===== config.mk =====
export PLATFORM = sky130hd
export DESIGN_NAME = bhn_front
export DESIGN_NICKNAME = d
export VERILOG_FILES = /design/src/rtl/byte_histogram_normalizer_macros.svh /design/src/rtl/bhn_pkg.sv /design/src/rtl/bhn_front.sv
export SDC_FILE = /design/constraint.sdc
export NUM_CORES = 1
export LEC_CHECK = 0
export BUFFER_PORTS_ARGS = -buffer_cell sky130_fd_sc_hd__buf_2
export CORE_UTILIZATION = 50
export DETAILED_ROUTE_END_ITERATION = 10
export PLACE_DENSITY = 0.79
export SLEW_MARGIN = 15
export SYNTH_ARGS = -nofsm -noshare
export SYNTH_HDL_FRONTEND = slang
export SYNTH_SLANG_ARGS = --single-unit
export TNS_END_PERCENT = 10

===== constraint.sdc =====
create_clock -name aclk -period 2.9 [get_ports aclk]
set_clock_uncertainty 0.2 [all_clocks]
set_input_delay 0.145 -clock aclk [delete_from_list [all_inputs] [get_ports aclk]]
set_output_delay 0.145 -clock aclk [all_outputs]
set_load 0.05 [all_outputs]

===== src/rtl/byte_histogram_normalizer_macros.svh =====
// Assertion helpers shared by the histogram RTL.
// Every check is clocked on aclk and is disabled while aresetn is low.
`ifndef BYTE_HISTOGRAM_NORMALIZER_MACROS_SVH
`define BYTE_HISTOGRAM_NORMALIZER_MACROS_SVH

// The consequent must hold in the same cycle as the antecedent.
`define BHN_ASSERT_SAME(name, ante, cons, msg) \
    name: assert property (@(posedge aclk) disable iff (!aresetn) (ante) |-> (cons)) \
        else $error(msg);

// The consequent must hold in the cycle after the antecedent.
`define BHN_ASSERT_NEXT(name, ante, cons, msg) \
    name: assert property (@(posedge aclk) disable iff (!aresetn) (ante) |=> (cons)) \
        else $error(msg);

`endif


===== src/rtl/bhn_pkg.sv =====
package bhn_pkg;

    localparam int BIN_COUNT   = 256;
    localparam int BIN_W       = $clog2(BIN_COUNT);
    localparam int COUNT_W     = 32;
    localparam int FREQ_W      = 17;
    localparam int FRAC_STEPS  = FREQ_W - 1;
    localparam int STEP_W      = $clog2(FRAC_STEPS);
    localparam int SAMPLE_W    = 32;

    localparam logic [COUNT_W-1:0] COUNT_MAX = {COUNT_W{1'b1}};
    localparam logic [FREQ_W-1:0]  Q16_ONE   = {1'b1, {(FREQ_W-1){1'b0}}};

    localparam logic [BIN_W-1:0] BYTE_LOW_EXCLUDED  = 8'h00;
    localparam logic [BIN_W-1:0] BYTE_HIGH_EXCLUDED = 8'hFF;

    // Request codes carried on s_tuser.
    localparam logic [1:0] REQ_SAMPLE = 2'd0;
    localparam logic [1:0] REQ_READ   = 2'd1;
    localparam logic [1:0] REQ_CLEAR  = 2'd2;

    // Command queue between front and back.
    localparam int Q_DEPTH = 4;
    localparam int Q_PTR_W = $clog2(Q_DEPTH);
    localparam int Q_CNT_W = $clog2(Q_DEPTH + 1);

    // Configuration port.
    localparam int APB_ADDR_W = 3;
    localparam int APB_DATA_W = 32;
    localparam logic [APB_ADDR_W-3:0] REG_MAX_SAMPLES = 1'b0;

    localparam int IN_DATA_W  = 16;
    localparam int OUT_DATA_W = 96;

    typedef struct packed {
        logic [1:0]       kind;
        logic [BIN_W-1:0] value;
    } cmd_t;

    typedef struct packed {
        logic [COUNT_W-1:0] peak_count;
        logic [BIN_W-1:0]   peak_byte;
        logic [FREQ_W-1:0]  bin_freq_q16;
        logic [COUNT_W-1:0] bin_count;
    } result_t;

endpackage


===== src/rtl/bhn_front.sv =====
module bhn_front (
    input  logic                          aclk,
    input  logic                          aresetn,
    input  logic                          s_tvalid,
    output logic                          s_tready,
    input  logic [bhn_pkg::IN_DATA_W-1:0] s_tdata,
    input  logic [1:0]                    s_tuser,
    output logic                          q_valid,
    output bhn_pkg::cmd_t                 q_head,
    input  logic                          q_pop
);

    import bhn_pkg::*;

    cmd_t               entry_reg [Q_DEPTH];
    logic [Q_PTR_W-1:0] wr_ptr_reg, wr_ptr_next;
    logic [Q_PTR_W-1:0] rd_ptr_reg, rd_ptr_next;
    logic [Q_CNT_W-1:0] cnt_reg, cnt_next;
    logic               known_kind;
    logic               push;
    cmd_t               new_cmd;

    assign s_tready = (cnt_reg != Q_CNT_W'(Q_DEPTH));

    // Unused request codes are taken from the bus and dropped here.
    assign known_kind = (s_tuser == REQ_SAMPLE) || (s_tuser == REQ_READ) ||
                        (s_tuser == REQ_CLEAR);
    assign push = s_tvalid && s_tready && known_kind;

    assign new_cmd.kind  = s_tuser;
    assign new_cmd.value = (s_tuser == REQ_SAMPLE) ? s_tdata[BIN_W-1:0]
                                                   : s_tdata[2*BIN_W-1:BIN_W];

    always_comb begin
        wr_ptr_next = push  ? wr_ptr_reg + 1'b1 : wr_ptr_reg;
        rd_ptr_next = q_pop ? rd_ptr_reg + 1'b1 : rd_ptr_reg;
        cnt_next    = cnt_reg;
        if (push && !q_pop) begin
            cnt_next = cnt_reg + 1'b1;
        end else if (!push && q_pop) begin
            cnt_next = cnt_reg - 1'b1;
        end
    end

    always_ff @(posedge aclk) begin
        if (!aresetn) begin
            wr_ptr_reg <= '0;
            rd_ptr_reg <= '0;
            cnt_reg    <= '0;
        end else begin
            wr_ptr_reg <= wr_ptr_next;
            rd_ptr_reg <= rd_ptr_next;
            cnt_reg    <= cnt_next;
        end
    end

    always_ff @(posedge aclk) begin
        if (push) begin
            entry_reg[wr_ptr_reg] <= new_cmd;
        end
    end

    assign q_valid = (cnt_reg != '0);
    assign q_head  = entry_reg[rd_ptr_reg];

endmodule


==> metrics.txt <==
share of final-layout standard cells stronger than drive strength 1=0.395; Post-synth EDFFs=40; adder and majority cell fraction of the synthesized area=0.0403; RD Place Congestion=0.692; Congestion Overflow GR=0; kind of end point of the critical path=flip-flop; sequential share of the synthesized area=0.674; count leader, synth=edfxtp_1; clock tree from TritonCTS=yes; number of setup buffers added after CTS=0; area of the core=3800 µm²; launching element type of the critical path=input port; Placement Cell Area=2260 µm²; most used standard cells in the synthesized netlist=edfxtp_1, dfxtp_1, mux2_2; Area growth, synth to finish=20.3%; proportion of power drawn by combinational gates=0.217; half-perimeter wire length after placement=2170 µm; clock period minus final worst setup slack=2.62 ns; share of power burned in the clock network=0.285; internal power summed over all cells=1.24 mW; peak supply drop=0.000356 V; Worst Hold Margin=0.00357 ns; Port-buffer cells=33; distinct cell type count of the synthesized netlist=24; most used flip-flop cell after synthesis=edfxtp_1; pin count of the biggest net entering global routing=16; area fraction of the dominant cell type after synthesis=0.586; number of antenna violations at the first check in global routing=0; maximum buffer depth of the clock tree=2; synthesized-area fraction occupied by and/or/nand/nor cells=0.0537; multiplexer fraction of the synthesized cell area=0.178; final-layout fill cell count=260; complex-gate fraction of the synthesized area=0.0189; full die area=4360 µm²; Clk Latency, worst-skew pair=0.30 ns; Routed Wire Length=3340 µm; switching part of the total power=0.286; WL/cell=16.3 µm; flip-flop and latch count after synthesis=49; relative slew slack=0.588; count of final hold-check violations=0; starting density of the core=0.540; P_sw=499 µW; top-level I/O count=34; total leakage power=0.912 nW; total vias in the final route=1064; setup repair after global routing missed its margin=no; status=complete, no violations; average vias per placed instance=5.19; asr flop ratio synth=0; number of cells upsized or downsized after cts=0; critical path, cell by cell=dlygate4sd3_1 > buf_2 > a221oi_4 > ha_1 > inv_1 > fa_1 > xor2_1 > or3_1 > a21boi_0; Clock transition at path regs=0.09 ns; CTS sink cnt=49; number of nets in the layout=184; CP max stage cell=dlygate4sd3_1; critical path data required time=2.92 ns; largest family of logic cells by synthesized area=multiplexers; antenna-violating nets left=0; first-pass GRT wire length=5160 µm; Final Slew Violations=0; count of routing violations after the opening detailed-route iteration=46; number of nets produced by synthesis=138; kind of critical path=in2reg; height of the die=66.0 µm; # Max-Cap Violations=0; Fmax achieved=381 MHz; slew at the pin with the worst max-slew slack=0.617 ns; buffers and inverters on the worst path=3; number of placement rows=22; H-tree depth reported by CTS=2; DRC=0; maximum fanout encountered on the critical timing path=7; number of instances in the synthesized netlist=110; Setup TNS Final=0 ns; type of the worst min-delay path=in2reg; setup violation total in the final timing report=0; family with the most delay on the worst path=buffers and inverters; number of buffers inserted during clock tree synthesis=5; Power Density=706 nW/µm²; vias in the first global route=1111; average size of a mapped cell=18.6 µm²; root cell of the clock tree=clkbuf_8; Die X-Extent=66.0 µm; synthesized cell area=2050 µm²; flip-flop count of the largest register, all copies and words added=40; Worst Path Arrival=2.64 ns; fraction of the cycle the final worst path needs=0.904; total track usage=0.172; sequential cell fraction of total power=0.498; parity-gate share of the synthesized area counting xor and xnor cells=0.0171; count of synthesis-stage warnings from yosys=0; cells taking the most area after synthesis=edfxtp_1, dfxtp_1, mux4_1; number of antenna diodes=0; Power, Total=1.74 mW; post-route cell area=2470 µm²; dominant cell type by area after synthesis=edfxtp_1; biggest cell delay along the critical path=0.56 ns; number of iterations in the first detailed-routing pass=2
## final cells by class
type                    count  area (µm²)  share of cell area
well taps                  48        60.1              0.0244
clock buffers               6        82.6              0.0335
inverters                   5        18.8             0.00761
multi-input cells          53         631               0.256
flip-flops and latches     49        1380               0.560
clock inverters             2        37.5              0.0152
repair buffers             42         255               0.104
## cell families (layout without fill, tap and decap cells)
logic type,after synthesis,count (layout)
AO/OA/AOI/OAI,3,3
XOR/XNOR,4,4
adder cells (fa/ha/maj),6,6
buffers and inverters,8,55
flip-flops,49,49
multiplexers,21,21
AND/OR/NAND/NOR,19,19
## metal layers
layer | vias up | wire (µm) | track usage
met2 | 21 | 1840 | 0.316
met3 | 6 | 120 | 0.0534
met1 | 527 | 1320 | 0.181
met4 | 0 | 53 | 0.0638
met5 | - | 0 | 0
li1 | 510 | - | -
## worst register-to-register path, delay by kind of cell, from the launching register on
kind	cells	cell delay, ns
flip-flops	1	0.43
adder cells (fa/ha/maj)	2	0.64
AND/OR/NAND/NOR	2	0.38
XOR/XNOR	1	0.16
AO/OA/AOI/OAI	2	0.55
buffers and inverters	1	0.07
## repair_timing
action | CTS | global route
endpoints found under the hold margin | 23 | 6
hold buffers | 6 | 3
setup endpoints to repair | 0 | 0
## final timing paths
kind	from	end	slack [ns]	cells past startpoint
worst max-delay path	s_tuser[1]	cnt_reg[2]	0.28	9
worst min-delay path	s_tdata[15]	entry_reg[1][7]	0.004	2
worst max register to register	cnt_reg[0]	cnt_reg[2]	0.39	8
worst min register to register	wr_ptr_reg[0]	wr_ptr_reg[0]	0.31	2
## cells in the final DEF, fill, tap and decap left out, types with 2 or more instances in the layout
cell type / count
and2_1: 4
and2_2: 4
buf_2: 33
clkbuf_8: 6
dfxtp_1: 9
dlygate4sd3_1: 9
edfxtp_1: 40
ha_1: 5
inv_1: 5
mux2_2: 8
mux2i_1: 3
mux4_1: 5
mux4_2: 5
nand2_1: 6
nor2_2: 2
xnor2_1: 2
xor2_1: 2
## stage by stage
| step | utilization | instances | setup WS (ns) |
|---|---|---|---|
| 3_5_place_dp | 0.594 | 188 | 0.401 |
| 5_1_grt | 0.649 | 205 | 0.145 |
| 3_3_place_gp | 0.594 | 188 | 0.567 |
| 4_1_cts | 0.641 | 202 | 0.308 |
| 6_report | 0.649 | 205 | 0.277 |
| 2_1_floorplan | - | 110 | 0.614 |
## power by group through the flow
| stage | clock network, mW | logic, mW | registers, mW |
|---|---|---|---|
| 2_1_floorplan | 0 | 0.301 | 0.863 |
| 3_3_place_gp | 0 | 0.359 | 0.877 |
| 3_5_place_dp | 0 | 0.369 | 0.883 |
| 4_1_cts | 0.497 | 0.379 | 0.868 |
| 5_1_grt | 0.528 | 0.405 | 0.875 |
| 6_report | 0.496 | 0.378 | 0.866 |
(Power assumes the default switching activity.)
